--- config.mk ---
export PLATFORM = sky130hd
export DESIGN_NAME = button_debounce_hold_detect
export DESIGN_NICKNAME = d
export VERILOG_FILES = /design/src/bdhd_pkg.sv /design/src/bdhd_lane.sv /design/src/bdhd_merge.sv /design/src/button_debounce_hold_detect.sv
export VERILOG_INCLUDE_DIRS = /design/src /design/src/src
export SDC_FILE = /design/constraint.sdc
export NUM_CORES = 1
export LEC_CHECK = 0
export BUFFER_PORTS_ARGS = -buffer_cell sky130_fd_sc_hd__buf_2
export CAP_MARGIN = 20
export CORE_UTILIZATION = 52
export CTS_CLUSTER_DIAMETER = 120
export CTS_CLUSTER_SIZE = 12
export DETAILED_ROUTE_END_ITERATION = 10
export MAX_ROUTING_LAYER = met4
export PLACE_DENSITY = 0.8
export SLEW_MARGIN = 40
export SYNTH_ARGS = -nofsm -noshare
export SYNTH_HDL_FRONTEND = slang
export SYNTH_SLANG_ARGS = --single-unit
--- constraint.sdc ---
create_clock -name aclk -period 3.7 [get_ports aclk]
set_input_delay 0.185 -clock aclk [delete_from_list [all_inputs] [get_ports aclk]]
set_output_delay 0.185 -clock aclk [all_outputs]
set_load 0.05 [all_outputs]
--- src/button_debounce_hold_detect_assert.svh ---
// assertion macros for the button debounce and hold detect block
// used by the top level only, no other dependencies
`ifndef BUTTON_DEBOUNCE_HOLD_DETECT_ASSERT_SVH
`define BUTTON_DEBOUNCE_HOLD_DETECT_ASSERT_SVH

// same-cycle implication, checked out of reset
`define BDHD_ASSERT_NOW(lbl, clk, rst_n, ante, cons) \
    lbl: assert property (@(posedge clk) disable iff (!rst_n) (ante) |-> (cons)) \
        else $error("bdhd assertion failed");

// next-cycle implication, checked out of reset
`define BDHD_ASSERT_NEXT(lbl, clk, rst_n, ante, cons) \
    lbl: assert property (@(posedge clk) disable iff (!rst_n) (ante) |=> (cons)) \
        else $error("bdhd assertion failed");

`endif

--- src/bdhd_pkg.sv ---
// shared types and constants of the button debounce and hold detect block
// no dependencies
package bdhd_pkg;

    localparam int MAX_BUTTONS = 16;
    localparam int NUM_BUTTONS_DEF = 4;

    localparam logic [7:0]             POLL_THRESHOLD_RESET = 8'd1;
    localparam logic [MAX_BUTTONS-1:0] IDLE_LEVELS_RESET    = 16'h000C;
    localparam logic [7:0]             HOLD_LIMIT_RESET     = 8'd100;

    // configuration register indexes
    localparam logic [1:0] REG_POLL_THRESHOLD = 2'd0;
    localparam logic [1:0] REG_IDLE_LEVELS    = 2'd1;
    localparam logic [1:0] REG_HOLD_LIMIT     = 2'd2;

    typedef enum logic [1:0] {
        CHG_NONE     = 2'd0,
        CHG_PUSHED   = 2'd1,
        CHG_RELEASED = 2'd2
    } change_t;

    typedef enum logic [1:0] {
        HOLD_NONE    = 2'd0,
        HOLD_REACHED = 2'd1,
        HOLD_EARLY   = 2'd2
    } hold_t;

    // what one lane reports for the current tick
    typedef struct packed {
        logic stable;
        logic mark;
    } lane_stat_t;

endpackage

--- src/bdhd_lane.sv ---
// one debounce lane: mismatch counter, accepted level and change mark of a button
// depends on bdhd_pkg
module bdhd_lane #(
    parameter logic RESET_LEVEL = 1'b0
) (
    input  logic                  aclk,
    input  logic                  aresetn,
    input  logic                  take,
    input  logic                  pin,
    input  logic [7:0]            threshold,
    input  logic                  clear,
    output bdhd_pkg::lane_stat_t  stat
);
    import bdhd_pkg::*;

    logic [7:0] cnt_reg, cnt_next;
    logic       stable_reg, stable_next;
    logic       mark_reg, mark_next;
    logic       differ;
    logic       flip;
    logic [7:0] cnt_inc;

    always_comb begin
        differ      = (pin != stable_reg);
        cnt_inc     = cnt_reg + 8'd1;
        flip        = differ && (cnt_inc >= threshold);
        stable_next = flip ? pin : stable_reg;
        cnt_next    = (differ && !flip) ? cnt_inc : 8'd0;
        mark_next   = (mark_reg | flip) & ~clear;
        stat.stable = stable_next;
        stat.mark   = mark_reg | flip;
    end

    always_ff @(posedge aclk) begin
        if (!aresetn) begin
            cnt_reg    <= 8'd0;
            stable_reg <= RESET_LEVEL;
            mark_reg   <= 1'b0;
        end else if (take) begin
            cnt_reg    <= cnt_next;
            stable_reg <= stable_next;
            mark_reg   <= mark_next;
        end
    end

endmodule

--- src/bdhd_merge.sv ---
// merge stage: picks the watched lane, decodes the change and runs the hold counter
// depends on bdhd_pkg
module bdhd_merge #(
    parameter int NUM_BUTTONS = bdhd_pkg::NUM_BUTTONS_DEF,
    parameter int WATCH_W     = (NUM_BUTTONS > 1) ? $clog2(NUM_BUTTONS) : 1
) (
    input  logic                                   aclk,
    input  logic                                   aresetn,
    input  logic                                   take,
    input  logic [WATCH_W-1:0]                     watched,
    input  bdhd_pkg::lane_stat_t [NUM_BUTTONS-1:0] stats,
    input  logic [NUM_BUTTONS-1:0]                 idle_levels,
    input  logic [7:0]                             hold_limit,
    output logic [NUM_BUTTONS-1:0]                 clear,
    output bdhd_pkg::change_t                      change,
    output bdhd_pkg::hold_t                        status
);
    import bdhd_pkg::*;

    logic [7:0] hold_reg, hold_next;
    logic       hit;
    logic       same_as_idle;

    always_comb begin
        hit          = 1'b0;
        same_as_idle = 1'b0;
        for (int i = 0; i < NUM_BUTTONS; i++) begin
            clear[i] = 1'b0;
            if (watched == WATCH_W'(i)) begin
                hit          = stats[i].mark;
                same_as_idle = (stats[i].stable == idle_levels[i]);
                clear[i]     = take;
            end
        end

        if (!hit) begin
            change = CHG_NONE;
        end else if (same_as_idle) begin
            change = CHG_RELEASED;
        end else begin
            change = CHG_PUSHED;
        end

        status = HOLD_NONE;
        case (change)
            CHG_NONE: begin
                hold_next = hold_reg + 8'd1;
            end
            CHG_PUSHED: begin
                hold_next = 8'd0;
            end
            CHG_RELEASED: begin
                hold_next = hold_reg;
                status    = HOLD_EARLY;
            end
            default: begin
                hold_next = hold_reg;
            end
        endcase

        if (hold_next == hold_limit) begin
            status    = HOLD_REACHED;
            hold_next = 8'd0;
        end
    end

    always_ff @(posedge aclk) begin
        if (!aresetn) begin
            hold_reg <= 8'd0;
        end else if (take) begin
            hold_reg <= hold_next;
        end
    end

endmodule

--- src/button_debounce_hold_detect.sv ---
// top level of the button debounce and hold detect block
// depends on bdhd_pkg, bdhd_lane, bdhd_merge and button_debounce_hold_detect_assert.svh
//
// Each input transfer is one poll tick carrying the raw level of every button pin and the
// index of one watched button. Every button has its own lane with an 8-bit mismatch counter:
// a level that differs from the accepted one for poll_threshold ticks in a row is taken over
// and sets that button's change mark (a threshold of zero acts as one). The merge stage reads
// and clears the watched button's mark and reports pushed or released against idle_levels,
// and runs a shared 8-bit hold counter that counts no-change ticks, is cleared by a push,
// is left alone by a release and wraps at 256. When it equals hold_limit the result shows
// hold reached and the counter clears; a release otherwise shows released early. An index
// at or above the button count reads as no change. Every tick gives exactly one result
// transfer. The block takes one tick per clock: all lanes and the hold counter update in the
// cycle of the transfer, and a two-entry output buffer (output register plus skid register)
// keeps s_tready high while one finished result waits, so a stalled result side costs no
// input cycle until the buffer is full; results leave from the output register.
// Configuration lives at byte addresses 0 (poll_threshold), 4 (idle_levels) and
// 8 (hold_limit); write it only while the block is idle. Rewriting idle_levels does not move
// the accepted levels, which start out equal to the reset value of idle_levels.
module button_debounce_hold_detect #(
    parameter int NUM_BUTTONS = bdhd_pkg::NUM_BUTTONS_DEF,
    parameter int WATCH_W     = (NUM_BUTTONS > 1) ? $clog2(NUM_BUTTONS) : 1,
    parameter int S_DATA_W    = ((NUM_BUTTONS + WATCH_W + 7) / 8) * 8,
    parameter int M_DATA_W    = ((NUM_BUTTONS + 4 + 7) / 8) * 8
) (
    input  logic                aclk,
    input  logic                aresetn,
    // input channel
    input  logic                s_tvalid,
    output logic                s_tready,
    input  logic [S_DATA_W-1:0] s_tdata,   // pin_levels, watched_button, zero fill
    // result channel
    output logic                m_tvalid,
    input  logic                m_tready,
    output logic [M_DATA_W-1:0] m_tdata,   // hold_status, change_event, debounced_levels, zero fill
    // configuration port
    input  logic                psel,
    input  logic                penable,
    input  logic                pwrite,
    input  logic [3:0]          paddr,
    input  logic [31:0]         pwdata,
    output logic [31:0]         prdata,
    output logic                pready
);
    import bdhd_pkg::*;

    `include "button_debounce_hold_detect_assert.svh"

    localparam int RES_W = NUM_BUTTONS + 4;

    // configuration registers
    logic [7:0]             poll_threshold_reg;
    logic [NUM_BUTTONS-1:0] idle_levels_reg;
    logic [7:0]             hold_limit_reg;
    logic                   cfg_write;
    logic [1:0]             cfg_index;

    // tick datapath
    logic                             take;
    logic [NUM_BUTTONS-1:0]           pin_levels;
    logic [WATCH_W-1:0]               watched_button;
    lane_stat_t [NUM_BUTTONS-1:0]     stats;
    logic [NUM_BUTTONS-1:0]           clear;
    logic [NUM_BUTTONS-1:0]           debounced;
    change_t                          change;
    hold_t                            status;
    logic [RES_W-1:0]                 result;

    // output buffer
    logic             m_valid_reg;
    logic [RES_W-1:0] m_data_reg;
    logic             skid_valid_reg;
    logic [RES_W-1:0] skid_data_reg;
    logic             out_free;

    // config port: always ready, write on the access cycle
    assign pready    = 1'b1;
    assign cfg_write = psel && penable && pwrite && pready;
    assign cfg_index = paddr[3:2];

    always_ff @(posedge aclk) begin
        if (!aresetn) begin
            poll_threshold_reg <= POLL_THRESHOLD_RESET;
            idle_levels_reg    <= IDLE_LEVELS_RESET[NUM_BUTTONS-1:0];
            hold_limit_reg     <= HOLD_LIMIT_RESET;
        end else if (cfg_write) begin
            case (cfg_index)
                REG_POLL_THRESHOLD: poll_threshold_reg <= pwdata[7:0];
                REG_IDLE_LEVELS:    idle_levels_reg    <= pwdata[NUM_BUTTONS-1:0];
                REG_HOLD_LIMIT:     hold_limit_reg     <= pwdata[7:0];
                default:            ; // unmapped address, ignored
            endcase
        end
    end

    always_comb begin
        case (cfg_index)
            REG_POLL_THRESHOLD: prdata = 32'(poll_threshold_reg);
            REG_IDLE_LEVELS:    prdata = 32'(idle_levels_reg);
            REG_HOLD_LIMIT:     prdata = 32'(hold_limit_reg);
            default:            prdata = 32'd0;
        endcase
    end

    // unpack the tick
    assign take           = s_tvalid && s_tready;
    assign pin_levels     = s_tdata[NUM_BUTTONS-1:0];
    assign watched_button = s_tdata[NUM_BUTTONS+WATCH_W-1:NUM_BUTTONS];

    // one debounce lane per button
    for (genvar i = 0; i < NUM_BUTTONS; i++) begin : g_lane
        bdhd_lane #(
            .RESET_LEVEL (IDLE_LEVELS_RESET[i])
        ) u_lane (
            .aclk      (aclk),
            .aresetn   (aresetn),
            .take      (take),
            .pin       (pin_levels[i]),
            .threshold (poll_threshold_reg),
            .clear     (clear[i]),
            .stat      (stats[i])
        );
        assign debounced[i] = stats[i].stable;
    end

    // watched-button select and hold counter
    bdhd_merge #(
        .NUM_BUTTONS (NUM_BUTTONS),
        .WATCH_W     (WATCH_W)
    ) u_merge (
        .aclk        (aclk),
        .aresetn     (aresetn),
        .take        (take),
        .watched     (watched_button),
        .stats       (stats),
        .idle_levels (idle_levels_reg),
        .hold_limit  (hold_limit_reg),
        .clear       (clear),
        .change      (change),
        .status      (status)
    );

    assign result = {debounced, change, status};

    // two-entry output buffer: skid takes a result while the output register is stalled
    assign out_free = !m_valid_reg || m_tready;
    assign s_tready = !skid_valid_reg;

    always_ff @(posedge aclk) begin
        if (!aresetn) begin
            m_valid_reg    <= 1'b0;
            skid_valid_reg <= 1'b0;
        end else if (out_free) begin
            if (skid_valid_reg) begin
                m_valid_reg    <= 1'b1;
                skid_valid_reg <= 1'b0;
            end else begin
                m_valid_reg <= take;
            end
        end else if (take) begin
            skid_valid_reg <= 1'b1;
        end
    end

    always_ff @(posedge aclk) begin
        if (out_free) begin
            if (skid_valid_reg) begin
                m_data_reg <= skid_data_reg;
            end else if (take) begin
                m_data_reg <= result;
            end
        end else if (take) begin
            skid_data_reg <= result;
        end
    end

    assign m_tvalid = m_valid_reg;
    assign m_tdata  = M_DATA_W'(m_data_reg);

    // a filled skid entry always sits behind a valid output
    `BDHD_ASSERT_NOW(a_skid_behind_out, aclk, aresetn, skid_valid_reg, m_valid_reg)
    // a release always carries a hold status
    `BDHD_ASSERT_NOW(a_release_status, aclk, aresetn,
        m_valid_reg && (m_data_reg[3:2] == CHG_RELEASED), m_data_reg[1:0] != HOLD_NONE)
    // a push never reports released early
    `BDHD_ASSERT_NOW(a_push_status, aclk, aresetn,
        m_valid_reg && (m_data_reg[3:2] == CHG_PUSHED), m_data_reg[1:0] != HOLD_EARLY)
    // a transfer into a stalled output lands in the skid entry
    `BDHD_ASSERT_NEXT(a_stall_to_skid, aclk, aresetn, take && !out_free, skid_valid_reg)

endmodule

; ---- Word-level counts from Yosys, hierarchy flattened
; Cells that the tools add are included.
[totals]
register_bits = 86
input_bits = 51
output_inout_bits = 43
elab_cells = 117
[op_classes]
n_addsub = 5
order_cmp = 4
eq_ne = 16
n_mux = 30
bitwise_logic = 14
n_reduce_logical = 28
[ops]
columns = op, count
row1 = $mux 8, 7
row2 = $add 8x1->8 const B, 5
row3 = $ge 8x8->1, 4
row4 = $pmux 8 s3, 1
row5 = $mux 1, 17
row6 = $pmux 8 s2, 1
row7 = $logic_and 1x1->1, 11
row8 = $reduce_and 2->1, 5
row9 = $eq 2x2->1 const B, 4
row10 = $eq 8x8->1, 1
row11 = $mux 2, 4
row12 = $eq 2x1->1 const B, 3
row13 = $logic_not 1->1, 6
row14 = $logic_not 2->1, 3
row15 = $not 1->1, 6
row16 = $and 1x1->1, 4
row17 = $eq 1x1->1, 4
row18 = $ne 1x1->1, 4
row19 = $or 1x1->1, 4
row20 = $reduce_bool 2->1, 1
row21 = $reduce_or 2->1, 1
row22 = $logic_or 1x1->1, 1

; ---- Longest topological paths before layout
[logic_depth]
word_depth = 17
ltp_mapped = 18
ltp_nobuf = 17

; ---- Modules after synthesis
; From an unflattened synthesis, not the netlist that was laid out.
[hier_totals]
hier_cells = 674
hier_area_um2 = 6087.1
[by_module_without_submodules]
columns = mod, instances, cells_per_inst, area_per_inst_um2, seq_area_each_um2
row1 = button_debounce_hold_detect, 1, 168, 1835.5, 920.9
row2 = bdhd_lane at g_lane[2].u_lane ..., 2, 89, 795.8, 200.2
row3 = bdhd_lane at g_lane[0].u_lane ..., 2, 94, 793.3, 200.2
row4 = bdhd_merge, 1, 140, 1073.5, 160.2

; ---- Worst setup path after synthesis
; OpenSTA, ideal clock, no wires.
[synth_timing]
kind = register -> register
from = register g_lane[0].u_lane.cnt_reg[0]
to = register m_data_reg[0], in the netlist m_tdata[0], data pin
setup_ns = 0.261
arrival_time_ns = 3.598
required_time_ns = 3.439
slack_ns = -0.159
path_stages_with_launch = 19
path_buffers = 1
synth_period_minus_slack_ns = 3.859
path_cell_list = dfxtp_1 -> nand3_1 -> nor2_1 -> nand3_1 -> xnor2_1 -> ha_1 -> nand2_1 -> a211o_1 -> o221ai_2 -> mux2_4 -> mux2i_1 -> nand4_2 -> nand2_2 -> inv_4 -> o31ai_4 -> o221ai_2 -> and3_4 -> buf_6 -> mux2_4
[synth_between]
elab_chain_len = 17
word_cells_on_any_way = 23
cone_classes = add/sub: 1 / order compare: 1 / eq/ne: 3 / mux: 15 / bitwise: 1 / reduce/logical: 2
[synth_rtl]
columns = item, line_no
row1 = start: declaration, bdhd_lane.sv:16  ; logic [7:0] cnt_reg, cnt_next;
row2 = start signal: assignment, bdhd_lane.sv:40  ; cnt_reg <= cnt_next;
row3 = $add 8x1->8 (*), bdhd_lane.sv:25  ; cnt_inc = cnt_reg + 8'd1;
row4 = $ge 8x8->1 (*), bdhd_lane.sv:26  ; flip = differ && (cnt_inc >= threshold);
row5 = $logic_and 1x1->1 (*), bdhd_lane.sv:26
row6 = $mux 1 (*), bdhd_lane.sv:27  ; stable_next = flip ? pin : stable_reg;
row7 = via g_lane[0].u_lane.stable_next, bdhd_lane.sv:17  ; logic stable_reg, stable_next;
row8 = $eq 1x1->1 (*), bdhd_merge.sv:31  ; same_as_idle = (stats[i].stable == idle_levels[i]);
row9 = $mux 1 (*) (4 in a row), bdhd_merge.sv:29  ; if (watched == WATCH_W'(i)) begin
row10 = $mux 2 (*), bdhd_merge.sv:38  ; end else if (same_as_idle) begin
row11 = $mux 2 (*), bdhd_merge.sv:36  ; if (!hit) begin
row12 = via change[0], button_debounce_hold_detect.sv:65  ; change_t change;
row13 = $eq 2x1->1 or $logic_not 2->1 (tied branches), bdhd_merge.sv:45  ; case (change)
row14 = $pmux 8 s2 (*), bdhd_merge.sv:45
row15 = $eq 8x8->1 (*), bdhd_merge.sv:61  ; if (hold_next == hold_limit) begin
row16 = $mux 2 (*), bdhd_merge.sv:61
row17 = via status[0], button_debounce_hold_detect.sv:66  ; hold_t status;
row18 = $mux 8 (*), button_debounce_hold_detect.sv:169  ; end else if (take) begin
row19 = $mux 8 (*), button_debounce_hold_detect.sv:167  ; if (skid_valid_reg) begin
row20 = end signal: assignment, button_debounce_hold_detect.sv:168  ; m_data_reg <= skid_data_reg;
row21 = end signal: assignment, button_debounce_hold_detect.sv:170  ; m_data_reg <= result;
row22 = end: declaration, button_debounce_hold_detect.sv:71  ; logic [RES_W-1:0] m_data_reg;
; Mark *: on every way through the listed nets, which the timed path passes. The rest lies on a longest branch. The select of a mux whose other input is x is not followed.
; A chain may end at the register's enable or synchronous reset.

; ---- Final worst setup path
[layout_timing]
from = register g_lane[0].u_lane.cnt_reg[0]
to = register m_data_reg[0], in the netlist m_tdata[0], data pin
[layout_between]
elab_chain_len = 17
word_cells_on_any_way = 23
cone_classes = add/sub: 1 / order compare: 1 / eq/ne: 3 / mux: 15 / bitwise: 1 / reduce/logical: 2
[layout_rtl]
columns = item, line_no
row1 = $add 8x1->8 (*), bdhd_lane.sv:25
row2 = $ge 8x8->1 (*), bdhd_lane.sv:26
row3 = $logic_and 1x1->1 (*), bdhd_lane.sv:26
row4 = $mux 1 (*), bdhd_lane.sv:27
row5 = via g_lane[0].u_lane.stable_next, bdhd_lane.sv:17
row6 = $eq 1x1->1 (*), bdhd_merge.sv:31
row7 = $mux 1 (*) (4 in a row), bdhd_merge.sv:29
row8 = $mux 2 (*), bdhd_merge.sv:38
row9 = $mux 2 (*), bdhd_merge.sv:36
row10 = via change[0], button_debounce_hold_detect.sv:65
row11 = $eq 2x1->1 or $logic_not 2->1 (tied branches), bdhd_merge.sv:45
row12 = $pmux 8 s2 (*), bdhd_merge.sv:45
row13 = $eq 8x8->1 (*), bdhd_merge.sv:61
row14 = $mux 2 (*), bdhd_merge.sv:61
row15 = $mux 8 (*), button_debounce_hold_detect.sv:169
row16 = $mux 8 (*), button_debounce_hold_detect.sv:167
; Marks and branches as above.

==> metrics.log <==
[metrics] Core ar.: 0.0103 mm2
[metrics] gate count of the mapped netlist: 613
[metrics] number of clock sinks seen by CTS: 86
[metrics] highest routed layer: met4
[metrics] final weighted congestion in routability-driven placement: 0.914
[metrics] layout cell share with drive strength beyond 1: 28.8%
[metrics] die footprint: 0.0110 mm2
[metrics] pin count of the biggest net entering global routing: 55
[metrics] Worst Path Class, Setup: flip-flop to flip-flop
[metrics] met1 WL: 5.88 mm
[metrics] required time reported for the critical path endpoint: 3.82 ns
[metrics] gr ovfl total: 0
[metrics] detailed-routed wire length on met3: 462 um
[metrics] worst-case setup margin in the final layout: -0.139 ns
[metrics] Setup violations, final: 7
[metrics] Static Leakage: 0.00273 uW
[metrics] Synth Register Bits: 86
[metrics] Yosys cell types: 76
[metrics] endpoint type of the worst setup path: flip-flop
[metrics] most used flip-flop cell after synthesis: sky130_fd_sc_hd__dfxtp_1
[metrics] Max Clk Rate: 260 MHz
[metrics] netlist area before placement: 0.00550 mm2
[metrics] number of flip-flops under the largest register name: 32
[metrics] relative slew slack: 47.6%
[metrics] clock buffer count from CTS: 9
[metrics] via count of the routed design: 4761
[metrics] WP data arrival: 3.96 ns
[metrics] sequential element share of the synthesized area: 34.2%
[metrics] total wire length after detailed routing: 13.5 mm
[metrics] Die Width: 105 um
[metrics] length of routed met2 wiring: 6.86 mm
[metrics] clock root cell: sky130_fd_sc_hd__clkbuf_8
[metrics] Final Max Tran Viols: 0
[metrics] post-DR wirelength/cell: 16.3 um
[metrics] number of vias per cell: 5.74
[metrics] clock tree skew after final layout: 0.0139 ns
[metrics] Clock Path Buffers: 2
[metrics] number of violations of the max-capacitance limit: 0
[metrics] GRT Overall Usage: 24.9%
[metrics] setup repair after global routing missed its margin: true
[metrics] antenna violations before repair: 0
[metrics] vertical die dimension: 105 um
[metrics] failing checks: negative setup slack
[metrics] slew at the pin closest to its max-slew limit: 0.784 ns
[metrics] CTS tree: done
[metrics] total number of H-tree levels: 3
[metrics] net count of the finished layout: 777
[metrics] Synth async-reset ratio: 0%
[metrics] Final Hold Vio Count: 0
[metrics] synthesized area divided by synthesized cell count: 8.97 um2
[metrics] wire length of the first global-routing pass: 21.5 mm
[metrics] run status: finished, violations left
[metrics] Post-synth EDFFs: 16
[metrics] insertion delay to the later sink of the worst-skew pair: 0.37 ns
[metrics] number of global-route vias before repair: 4588
[metrics] DRC violation total after the first TritonRoute iteration: 358
[metrics] DRT Pass-1 Iters: 5
[metrics] starting density of the core: 53.5%
[metrics] final worst-path cycle share: 104%
[metrics] total power: 2090 uW
[metrics] post-CTS clock slew at the launch and capture registers of the worst setup and hold paths: 0.09 ns
[metrics] Detailed Place HPWL: 9.45 mm
[metrics] Critical Path Source Type: flip-flop
[metrics] cell type with the highest aggregate area in the netlist: sky130_fd_sc_hd__dfxtp_1
[metrics] layout overhead on the synthesized area: 19.6%
[metrics] IO Port Bufs: 40
[metrics] aggregate negative setup slack: -0.653 ns
[metrics] post-route DRC violation count: 0
[metrics] type of the worst min-delay path: primary input to flip-flop
[metrics] maximum resistive drop on vdd: 0.247 mV
[metrics] power density cells: 318 mW/mm2
[metrics] share of Yosys cell area claimed by the top area cell type: 25.5%
[metrics] IO Count: 94
[metrics] dominant cells by area after synthesis: sky130_fd_sc_hd__dfxtp_1 (25%), sky130_fd_sc_hd__edfxtp_1 (8.7%), sky130_fd_sc_hd__ha_1 (8.4%)
[metrics] n_diodes: 0
[metrics] Synthesis Warnings: 0
[metrics] minimum clock period after layout: 3.84 ns
[metrics] largest fanout on the critical path: 6
[metrics] FP Rows: 37
[metrics] DRT antenna net count: 0
## worst paths after layout
kind / startpoint / end / slack (ns) / cells past startpoint
worst max register to register: g_lane[0].u_lane.cnt_reg[0]$_SDFFE_PN0P_ / m_tdata[0]$_DFFE_PP_ / -0.14 / 17
worst max-delay path: g_lane[0].u_lane.cnt_reg[0]$_SDFFE_PN0P_ / m_tdata[0]$_DFFE_PP_ / -0.14 / 17
worst min register to register: g_lane[3].u_lane.stable_reg$_SDFFE_PN1P_ / g_lane[3].u_lane.stable_reg$_SDFFE_PN1P_ / 0.52 / 2
worst min-delay path: pwdata[6] / hold_limit_reg[6]$_SDFFE_PN1P_ / 0.05 / 3
## power by group
part	switching (uW)	total, uW	internal [uW]
registers	19.6	1000	981
clock network	364	612	248
logic	310	481	171
## repair_timing
action	CTS	global route
pin swaps	10	24
setup endpoints to repair	10	12
gates resized for setup	15	38
hold buffers	0	0
setup buffers	6	17
## per-layer routing
metal  vias to the layer above  GRT usage, %
met5                         -             -
met3                        29          3.87
met2                       132          42.2
met1                      2301          29.9
li1                       2299             -
met4                         0          9.36
## worst max-delay path, stage by stage, from the launching register on
cell	delay (ns)
sky130_fd_sc_hd__dfxtp_4	0.40
sky130_fd_sc_hd__nand3_4	0.09
sky130_fd_sc_hd__nor2_4	0.14
sky130_fd_sc_hd__nand3_2	0.10
sky130_fd_sc_hd__xnor2_2	0.15
sky130_fd_sc_hd__ha_1	0.32
sky130_fd_sc_hd__nand2_2	0.07
sky130_fd_sc_hd__a211o_1	0.31
sky130_fd_sc_hd__o221ai_2	0.24
sky130_fd_sc_hd__mux2_4	0.35
sky130_fd_sc_hd__mux2i_2	0.22
sky130_fd_sc_hd__nand4_2	0.19
sky130_fd_sc_hd__nand2_2	0.14
sky130_fd_sc_hd__inv_4	0.05
sky130_fd_sc_hd__o31ai_4	0.22
sky130_fd_sc_hd__o221ai_2	0.13
sky130_fd_sc_hd__and3_4	0.23
sky130_fd_sc_hd__mux2_4	0.26
## metrics by stage
step / cell area (um2) / std cells / util (%) / hold WS (ns) / setup WS (ns)
floorplan: 5680 / 636 / - / 0.310 / 0.00554
global placement: 5990 / 792 / 58.3 / 0.416 / -0.00213
detailed placement: 6000 / 792 / 58.3 / 0.417 / -0.140
CTS: 6270 / 814 / 61.0 / 0.0404 / -0.0785
global route: 6580 / 830 / 64.0 / 0.0536 / -0.242
finish: 6580 / 830 / 64.0 / 0.0464 / -0.139
## Yosys cell counts, drive strengths merged, types with 19 or more instances
cell type	instances
nor2	77
dfxtp	70
nand2	51
ha	37
mux2i	37
buf	31
a22oi	28
clkbuf	23
a21oi	22
inv	19
nand3	19
xnor2	19
## layout make-up
class                           count  area [um2]
Multi-Input combinational cell    476        3600
Timing Repair Buffer               96         639
Inverter                           20        80.1
Fill cell                         857        3700
Tap cell                          136         170
Sequential cell                    86        1910
Clock buffer                       10         128
Clock inverter                      6        45.0
## kinds of logic (layout without fill, tap and decap cells)
kind of cell / count (synthesis) / in the layout / synth area share (%)
AO/OA/AOI/OAI: 123 / 123 / 17.6
XOR/XNOR: 36 / 36 / 5.74
adder cells (fa/ha/maj): 37 / 37 / 8.42
buffers and inverters: 74 / 132 / 6.96
flip-flops: 86 / 86 / 34.2
multiplexers: 46 / 46 / 8.78
other: 2 / 25 / 0.137
AND/OR/NAND/NOR: 209 / 209 / 18.2
## placed cells by master, fill, tap and decap left out, types with 9 or more instances in the layout
cell type and instances:
sky130_fd_sc_hd__ha_1 34, sky130_fd_sc_hd__dfxtp_1 57, sky130_fd_sc_hd__nand2_1 46, sky130_fd_sc_hd__conb_1 25
sky130_fd_sc_hd__o21ai_0 9, sky130_fd_sc_hd__nor2_1 70, sky130_fd_sc_hd__a21oi_1 20, sky130_fd_sc_hd__edfxtp_1 16
sky130_fd_sc_hd__nor3_1 11, sky130_fd_sc_hd__xor2_1 16, sky130_fd_sc_hd__nand3_1 12, sky130_fd_sc_hd__xnor2_1 14
sky130_fd_sc_hd__mux2i_1 35, sky130_fd_sc_hd__nand2b_1 11, sky130_fd_sc_hd__clkbuf_8 9, sky130_fd_sc_hd__buf_4 51
sky130_fd_sc_hd__buf_2 40, sky130_fd_sc_hd__a22oi_1 28, sky130_fd_sc_hd__inv_1 17
Note: power is estimated with default switching activity, not from simulation.
